File: src/pfma_pkg.sv
package pfma_pkg;

	// Field widths of the stream items
	localparam int CMD_W      = 3;
	localparam int ADDR_W     = 14;
	localparam int BYTE_W     = 8;
	localparam int FRAME_W    = 6;
	localparam int STATUS_W   = 3;
	localparam int MSIZE_W    = 15;
	localparam int IN_DATA_W  = 32;
	localparam int OUT_DATA_W = 32;

	// Configuration port
	localparam int CFG_IDX_W  = 1;
	localparam int CFG_DATA_W = MSIZE_W;
	localparam logic [CFG_IDX_W-1:0] REG_MEM_SIZE = 1'd0;
	localparam logic [CFG_IDX_W-1:0] REG_RANDOM   = 1'd1;

	// Command codes
	localparam logic [CMD_W-1:0] CMD_READ   = 3'd0;
	localparam logic [CMD_W-1:0] CMD_WRITE  = 3'd1;
	localparam logic [CMD_W-1:0] CMD_FORMAT = 3'd2;
	localparam logic [CMD_W-1:0] CMD_ALLOC  = 3'd3;
	localparam logic [CMD_W-1:0] CMD_FREE   = 3'd4;

	// Status codes
	localparam logic [STATUS_W-1:0] ST_OK      = 3'd0;
	localparam logic [STATUS_W-1:0] ST_NOFRAME = 3'd1;
	localparam logic [STATUS_W-1:0] ST_RANGE   = 3'd2;
	localparam logic [STATUS_W-1:0] ST_FULL    = 3'd3;
	localparam logic [STATUS_W-1:0] ST_ZERO    = 3'd4;

	typedef enum logic [1:0] {
		S_IDLE,
		S_EXEC,
		S_FMT,
		S_DONE
	} state_t;

	// Controller to datapath
	typedef struct packed {
		logic load_in;
		logic exec;
		logic fmt_init;
		logic fmt_step;
		logic fmt_finish;
		logic load_out;
	} ctl_cmd_t;

	// Datapath to controller
	typedef struct packed {
		logic is_format;
		logic fmt_done;
		logic out_free;
	} dp_status_t;

endpackage

File: src/pfma_ctrl.sv
module pfma_ctrl (
	input  logic                  clk,
	input  logic                  arst_n,
	input  logic                  in_valid,
	output logic                  in_ready,
	input  pfma_pkg::dp_status_t  stat,
	output pfma_pkg::ctl_cmd_t    ctl
);

	pfma_pkg::state_t state_q, state_d;

	always_ff @(posedge clk or negedge arst_n) begin
		if (!arst_n) begin
			state_q <= pfma_pkg::S_IDLE;
		end else begin
			state_q <= state_d;
		end
	end

	// Next state and commands
	always_comb begin
		state_d  = state_q;
		ctl      = '0;
		in_ready = 1'b0;
		unique case (state_q)
			pfma_pkg::S_IDLE: begin
				in_ready = 1'b1;
				if (in_valid) begin
					ctl.load_in = 1'b1;
					state_d     = pfma_pkg::S_EXEC;
				end
			end
			pfma_pkg::S_EXEC: begin
				if (stat.is_format) begin
					ctl.fmt_init = 1'b1;
					state_d      = pfma_pkg::S_FMT;
				end else begin
					ctl.exec = 1'b1;
					state_d  = pfma_pkg::S_DONE;
				end
			end
			pfma_pkg::S_FMT: begin
				if (stat.fmt_done) begin
					ctl.fmt_finish = 1'b1;
					state_d        = pfma_pkg::S_DONE;
				end else begin
					ctl.fmt_step = 1'b1;
				end
			end
			pfma_pkg::S_DONE: begin
				if (stat.out_free) begin
					ctl.load_out = 1'b1;
					state_d      = pfma_pkg::S_IDLE;
				end
			end
			default: begin
				state_d = pfma_pkg::S_IDLE;
			end
		endcase
	end

endmodule

File: config.mk
export PLATFORM = sky130hd
export DESIGN_NAME = pfma_ctrl
export DESIGN_NICKNAME = d
export VERILOG_FILES = /design/src/pfma_pkg.sv /design/src/pfma_ctrl.sv
export SDC_FILE = /design/constraint.sdc
export NUM_CORES = 1
export LEC_CHECK = 0
export BUFFER_PORTS_ARGS = -buffer_cell sky130_fd_sc_hd__buf_2
export CORE_AREA = 3 3 40 42
export DETAILED_ROUTE_END_ITERATION = 10
export DIE_AREA = 0 0 43 45
export HOLD_SLACK_MARGIN = 0.08
export PLACE_DENSITY_LB_ADDON = 0.12
export RECOVER_POWER = 100
export SLEW_MARGIN = 20
export SYNTH_ARGS = -nofsm -noshare
export SYNTH_HDL_FRONTEND = slang
export SYNTH_SLANG_ARGS = --single-unit
File: constraint.sdc
create_clock -name clk -period 3.2 [get_ports clk]
set_input_delay 0.16 -clock clk [delete_from_list [all_inputs] [get_ports clk]]
set_output_delay 0.16 -clock clk [all_outputs]
set_load 0.1 [all_outputs]
==> flow_summary.toml, run 1 <==
[run_status]
status = "complete, no violations"

[setup_path]
crit_path_end_kind = "output port"
critPathKind = "reg2out"
path_max_fanout = 5
r2r_slack_ns = 1.66
required_ns = 3.04
start_kind = "register"
cp.arrival_ns = 1.91

[timing]
worst_pin_slew_ns = 1.164
setup_viol = 0
hold_violations = 0
skew_ns = 0.001790
hold_slack_ns = 0.2477
fin_crit_ns = 2.074
max_slew_margin_pct = 22.74
rsz0062_at_grt = "false"
post-route-period-util_pct = 64.81
max_freq_ghz = 0.4822
finalSetupTns_ns = 0
slew_violations = 0

[clock_network]
cts-root-buf = "clkbuf_4"
post_cts_buffers = 0
cts_tree = "yes"
clock_sinks = 2
worstSkewPairLatency_ns = 0.22
htree_levels = 1
cts_resized = 0
cts_max_path_buffers = 2
cts_buffers = 3
path_clk_slew_ns = 0.03
hold_buffers = 1

[cells_and_area]
largest_register_ffs = 2
areaGrowthSynthToFinish_pct = 37.97
fillers = 149
layout.nets = 50
final_cell_mix = "clkbuf_1 (8), ha_1 (4), buf_2 (4), and2_1 (3), clkbuf_4 (3)"
regMostFlops = "state_q"
antenna_cells = 0
final_area_um2 = 322.8
drive_gt1_share_pct = 36.84
reg_top3 = "state_q (2)"
final_common_cell = "clkbuf_1"

[drt]
via_per_inst = 3.717
drc_errors = 0
drt_iter0_markers = 0
vias = 197
ant_nets = 0
dr.pass1.iters = 1
wire_per_inst_um = 8.660
drt-total-wl_um = 459

[floorplanning]
die_area_mm2 = 0.001935
start_util_pct = 18.21
die_h_um = 45
die_w_um = 43
coreArea_mm2 = 0.001285
ios = 13
rows = 13

[synthesis]
ys_types = 14
yosysWarningCount = 0
synth_area_um2 = 234.0
synth.net_count = 32
ys_seq_area_share_pct = 21.39
synth_area_per_cell_um2 = 10.64
synthCells = 22
synth-seq-cells = 2

[hold_path]
hold_class = "in2async"

[global_routing]
gr-total-overflow = 0
grt_use_met2_pct = 7.186
grt_first_pass_wirelength_um = 724
antenna_found_initial = 0
grt_pass1_vias = 179
grt.met3_usage_pct = 3.187
groute.usage.overall_pct = 5.579
grt_start_max_net_pins = 6
gr-max-usage-layer = "met4"
use_met1_pct = 5.542

[place]
hpwl_um = 381.6
port_buffers = 12
placed_cell_area_um2 = 312.8
gp_congestion = 0.6132

[flow_run]
max_cap_viol_count = 0
-- through the flow --
| stage | utilization, % | setup slack (ns) | cells |
|---|---|---|---|
| floorplan | - | 0.8615 | 22 |
| global placement | 24.34 | 1.712 | 49 |
| detailed placement | 24.34 | 1.690 | 49 |
| CTS | 26.87 | 1.498 | 53 |
| global route | 25.12 | 1.003 | 53 |
| finish | 25.12 | 1.126 | 53 |
-- layout make-up --
cell class / instances / area [um^2] / share of cell area [%]
clock buffers: 3 / 22.52 / 6.977
inverters: 3 / 11.26 / 3.488
multi-input cells: 17 / 160.2 / 49.61
flip-flops and latches: 2 / 50.05 / 15.50
well taps: 15 / 18.77 / 5.814
repair buffers: 13 / 60.06 / 18.60
-- final timing paths --
check                            from  cells after the start    endpoint
max                        state_q[0]                      4      ctl[2]
min                            arst_n                      2  state_q[1]
max reg2reg                state_q[0]                      5  state_q[1]
min reg2reg                state_q[1]                      1  state_q[1]
max in group asynchronous      arst_n                      2  state_q[0]
min in group clk             in_valid                      4  state_q[1]
-- per-layer routing --
| metal | wire (um) | vias to the layer above | share of wire (%) |
|---|---|---|---|
| met2 | 208 | 8 | 45 |
| met5 | 0 | - | 0 |
| met4 | 0 | 0 | 0 |
| met1 | 201 | 85 | 44 |
| li1 | - | 104 | - |
| met3 | 48 | 0 | 10 |
-- critical path: stages, from the launching register on --
cell and delay, ns:
dfrtp_1 0.41, inv_2 0.09, ha_1 0.16, nor2b_4 0.16, clkbuf_1 0.87
-- cells by family (layout without fill, tap and decap cells) --
family | after synthesis | in the layout | synth area share [%]
compound gates | 2 | 2 | 11.23
fa+ha+maj | 4 | 4 | 21.39
buf+inv | 3 | 19 | 4.812
flops | 2 | 2 | 21.39
mux | 1 | 1 | 4.812
simple gates | 10 | 10 | 36.37
-- cells in the mapped netlist --
| cell | number | area share (%) |
|---|---|---|
| nor2b_4 | 2 | 12 |
| or2_2 | 1 | 2.7 |
| nor2b_1 | 1 | 2.7 |
| nor3_2 | 1 | 4.3 |
| and2_2 | 1 | 3.2 |
| o2bb2a_1 | 1 | 4.3 |
| nor2b_2 | 1 | 3.7 |
| ha_1 | 4 | 21 |
| inv_2 | 1 | 1.6 |
| o41ai_2 | 1 | 7.0 |
| and2_1 | 3 | 8.0 |
| inv_1 | 2 | 3.2 |
| dfrtp_1 | 2 | 21 |
| mux2_2 | 1 | 4.8 |
Power of run 1 is not shown: default switching activity piles up to over one toggle a cycle in this logic, so the estimate is an artifact.
==> inputs of run 2 (changes only) <==
==> constraint.sdc (replaced) <==
create_clock -name clk -period 2 [get_ports clk]
set_input_delay 0.1 -clock clk [delete_from_list [all_inputs] [get_ports clk]]
set_output_delay 0.1 -clock clk [all_outputs]
set_load 0.1 [all_outputs]
==> flow_summary.toml, run 2 (same netlist as run 1, synthesis figures left out) <==
[global_routing]
antenna_found_initial = 0
grt_pass1_vias = 188
gr-total-overflow = 0
groute.usage.overall_pct = 5.833
grt_start_max_net_pins = 6
grt_first_pass_wirelength_um = 786

[clock_network]
cts_max_path_buffers = 2
worstSkewPairLatency_ns = 0.22
htree_levels = 1
clock_sinks = 2
path_clk_slew_ns = 0.03
cts_tree = "yes"
cts_buffers = 3
cts_resized = 0
cts-root-buf = "clkbuf_4"

[timing]
skew_ns = 0.0005361
worst_pin_slew_ns = 0.5440
finalSetupTns_ns = 0
max_slew_margin_pct = 63.88
setup_viol = 0
hold_violations = 0
rsz0062_at_grt = "false"
slew_violations = 0
fin_crit_ns = 1.629
post-route-period-util_pct = 81.44
max_freq_ghz = 0.6139
hold_slack_ns = 0.1955

[drt]
vias = 197
wire_per_inst_um = 9.547
dr.pass1.iters = 1
drt-total-wl_um = 506
ant_nets = 0
drc_errors = 0
drt_iter0_markers = 0
via_per_inst = 3.717

[setup_path]
required_ns = 1.90
path_cells = "inv_2, ha_1, nor2b_4, clkbuf_2"
start_kind = "register"
cp.arrival_ns = 1.53
crit_family = "buffers and inverters"
crit_path_end_kind = "output port"
critPathKind = "reg2out"
cp.buffers_inverters = 2
path_max_fanout = 5
slowest_stage = "clkbuf_2"
max_stage_delay_ns = 0.46

[floorplanning]
coreArea_mm2 = 0.001285
die_w_um = 43
ios = 13
die_area_mm2 = 0.001935
start_util_pct = 18.21
die_h_um = 45
rows = 13

[place]
hpwl_um = 404.5
port_buffers = 12
gp_congestion = 0.6554

[cells_and_area]
final_cell_mix = "clkbuf_2 (7), buf_2 (4), ha_1 (3), clkbuf_4 (3)"
antenna_cells = 0
final_common_cell = "clkbuf_2"
fillers = 167
regMostFlops = "state_q"
reg_top3 = "state_q (2)"
areaGrowthSynthToFinish_pct = 43.32
drive_gt1_share_pct = 60.53
layout.nets = 50
largest_register_ffs = 2

[flow_run]
max_cap_viol_count = 0

[run_status]
status = "complete, no violations"

[hold_path]
hold_class = "in2async"
-- run 2: cell counts in the layout (fill, tap and decap cells not counted) --
No cell type changed its count.
-- run 2: final timing paths --
check	startpoint	endpoint	slack, ns	depth (start not counted)
max	state_q[0]	ctl[2]	0.37	4
min reg2reg	state_q[1]	state_q[1]	0.61	1
max reg2reg	state_q[0]	state_q[1]	0.40	5
min	arst_n	state_q[1]	0.20	2
min in group clk	in_valid	state_q[1]	0.40	4
max in group asynchronous	arst_n	state_q[0]	1.68	2
-- run 2: layer usage --
layer | share of wire, % | GRT usage (%) | vias up
met5 | 0 | 0 | -
met4 | 0 | 7.229 | 0
met3 | 6.7 | 0 | 0
met2 | 49 | 9.281 | 8
met1 | 44 | 6.522 | 85
li1 | - | - | 104
-- run 2: worst reg2reg max path, cell delays in order (launching register included) --
cell and delay, ns:
dfrtp_1 0.41, inv_2 0.07, ha_1 0.21, nor2b_4 0.13, nor3_1 0.28, mux2_2 0.37
-- run 2: repair_timing --
item	in CTS	in global routing
endpoints found under the hold margin	2	0
hold buffers	1	0
setup buffers	0	0
endpoints found under the setup margin	0	0
-- run 2: cell type report --
type | count | area (um^2) | share of cell area, %
sequential | 2 | 50.05 | 14.93
timing repair buffer | 13 | 68.82 | 20.52
multi-input combinational | 17 | 163.9 | 48.88
clock buffer | 3 | 22.52 | 6.716
inverter | 3 | 11.26 | 3.358
tap | 15 | 18.77 | 5.597
-- run 2: metrics by stage --
stage	instance area (um^2)	std cells	setup slack, ns	util (%)
floorplan	237.7	22	0.2639	-
global placement	316.6	49	0.4847	24.63
detailed placement	316.6	49	0.4772	24.63
CTS	349.1	53	0.3489	27.17
global route	335.3	53	0.2737	26.10
finish	335.3	53	0.3711	26.10
Power of run 2 is left out for the same reason.
==> inputs of run 3 (changes only) <==
--- a/config.mk
+++ b/config.mk
@@ -5,6 +5,7 @@
 export SDC_FILE = /design/constraint.sdc
 export NUM_CORES = 1
 export LEC_CHECK = 0
+export ABC_AREA = 1
 export BUFFER_PORTS_ARGS = -buffer_cell sky130_fd_sc_hd__buf_2
 export CORE_AREA = 3 3 40 42
 export DETAILED_ROUTE_END_ITERATION = 10
==> constraint.sdc (replaced) <==
create_clock -name clk -period 1.49 [get_ports clk]
set_input_delay 0.0745 -clock clk [delete_from_list [all_inputs] [get_ports clk]]
set_output_delay 0.0745 -clock clk [all_outputs]
set_load 0.1 [all_outputs]
==> flow_summary.toml, run 3 <==
[clock_network]
cts_tree = "yes"
clock_sinks = 2
worstSkewPairLatency_ns = 0.22
htree_levels = 1
cts-root-buf = "clkbuf_4"
path_clk_slew_ns = 0.03
cts_buffers = 3
post_cts_buffers = 0
cts_max_path_buffers = 2

[global_routing]
antenna_found_initial = 0
groute.usage.overall_pct = 5.740
grt_start_max_net_pins = 6
grt_pass1_vias = 212
grt_first_pass_wirelength_um = 793
gr-total-overflow = 0

[place]
port_buffers = 12
hpwl_um = 451.9
gp_congestion = 0.6270

[timing]
rsz0062_at_grt = "false"
setup_viol = 0
worst_pin_slew_ns = 0.3036
fin_crit_ns = 1.373
skew_ns = 0.0005612
max_freq_ghz = 0.7283
hold_violations = 0
slew_violations = 0
max_slew_margin_pct = 79.87
post-route-period-util_pct = 92.15
finalSetupTns_ns = 0

[synthesis]
synth_top_area_share_pct = 22.22
synth_edf_count = 0
synthFlopType = "dfrtp_1"
ys_seq_area_share_pct = 21.16
synth-async-reset-ratio_pct = 100.0
synth.net_count = 50
synth_area_per_cell_um2 = 5.912
synth-seq-cells = 2
synth_area_um2 = 236.5
synthCells = 40
ys_types = 8
synthTopCellsByArea = "inv_1 (22%), nand2_1 (22%), dfrtp_1 (21%), ha_1 (21%), nand3_1 (6.3%)"
netlist.top_cell.by_area = "inv_1"
synth_common_cells = "inv_1 (14), nand2_1 (14), ha_1 (4), nand3_1 (3), dfrtp_1 (2)"
yosysWarningCount = 0

[cells_and_area]
reg_top3 = "state_q (2)"
final_cell_mix = "nand2_1 (15), inv_1 (12), clkbuf_4 (4), buf_2 (4)"
antenna_cells = 0
final_common_cell = "nand2_1"
areaGrowthSynthToFinish_pct = 77.25
drive_gt1_share_pct = 35.71
largest_register_ffs = 2
layout.nets = 68
regMostFlops = "state_q"

[drt]
wire_per_inst_um = 7.169
ant_nets = 0
drt_iter0_markers = 2
vias = 248
drc_errors = 0
dr.pass1.iters = 2
drt-total-wl_um = 509
via_per_inst = 3.493

[setup_path]
cp.buffers_inverters = 3
critPathKind = "reg2out"
start_kind = "register"
path_max_fanout = 5
required_ns = 1.42
max_stage_delay_ns = 0.42
path_cells = "inv_2, ha_1, nand2_1, inv_1, buf_8"
crit_path_end_kind = "output port"
cp.arrival_ns = 1.30
slowest_stage = "dfrtp_1"
crit_family = "flip-flops"

[run_status]
status = "complete, no violations"

[hold_path]
hold_class = "in2async"

[floorplanning]
die_h_um = 45
coreArea_mm2 = 0.001285
die_area_mm2 = 0.001935
ios = 13
rows = 13
start_util_pct = 18.40
die_w_um = 43

[flow_run]
max_cap_viol_count = 0
run 3: area by class of cell:
cell class | count | area (um^2)
sequential | 2 | 50.05
clock buffer | 3 | 22.52
multi-input combinational | 24 | 153.9
timing repair buffer | 13 | 117.6
tap | 15 | 18.77
fill | 158 | 865.8
inverter | 14 | 56.30
run 3: worst paths after layout:
| kind | from | endpoint | slack [ns] | cells after the start |
|---|---|---|---|---|
| worst min register to register | state_q[1] | state_q[1] | 0.55 | 2 |
| min in group clk | stat[0] | state_q[1] | 0.29 | 6 |
| worst max-delay path | state_q[0] | ctl[2] | 0.12 | 5 |
| worst min-delay path | arst_n | state_q[0] | 0.17 | 2 |
| worst max register to register | state_q[0] | state_q[1] | 0.33 | 7 |
| max in group asynchronous | arst_n | state_q[1] | 1.19 | 2 |
run 3: kinds of logic (layout without fill, tap and decap cells):
logic type / count (synthesis) / count (layout) / share of synthesized area (%)
adder cells (fa/ha/maj): 4 / 4 / 21.16
flip-flops: 2 / 2 / 21.16
AND/OR/NAND/NOR: 20 / 20 / 35.45
buffers and inverters: 14 / 30 / 22.22
run 3: what timing repair did:
| action | CTS | global route |
|---|---|---|
| resized for setup | 0 | 2 |
| hold buffers | 1 | 0 |
| setup endpoints to repair | 0 | 4 |
| hold endpoints to repair | 2 | 0 |
run 3: metal layers:
metal | vias to the layer above | share of wire, % | track usage, %
met5 | - | 0 | 0
met4 | 0 | 0 | 7.229
met3 | 0 | 8.4 | 0
met2 | 8 | 47 | 9.281
met1 | 96 | 44 | 6.250
li1 | 144 | - | -
run 3: per-stage QoR:
step                utilization [%]  setup WS, ns  cells  hold slack, ns  instance area, um^2
CTS                           37.10       0.06215     71          0.1537                476.7
global route                  32.62      0.004917     71          0.1939                419.2
floorplan                         -       0.02937     40         -0.2211                260.3
finish                        32.62        0.1170     71          0.1686                419.2
detailed placement            34.57        0.3044     67         -0.1369                444.2
global placement              34.57        0.2912     67         -0.1365                444.2
Power of run 3 is left out for the same reason.
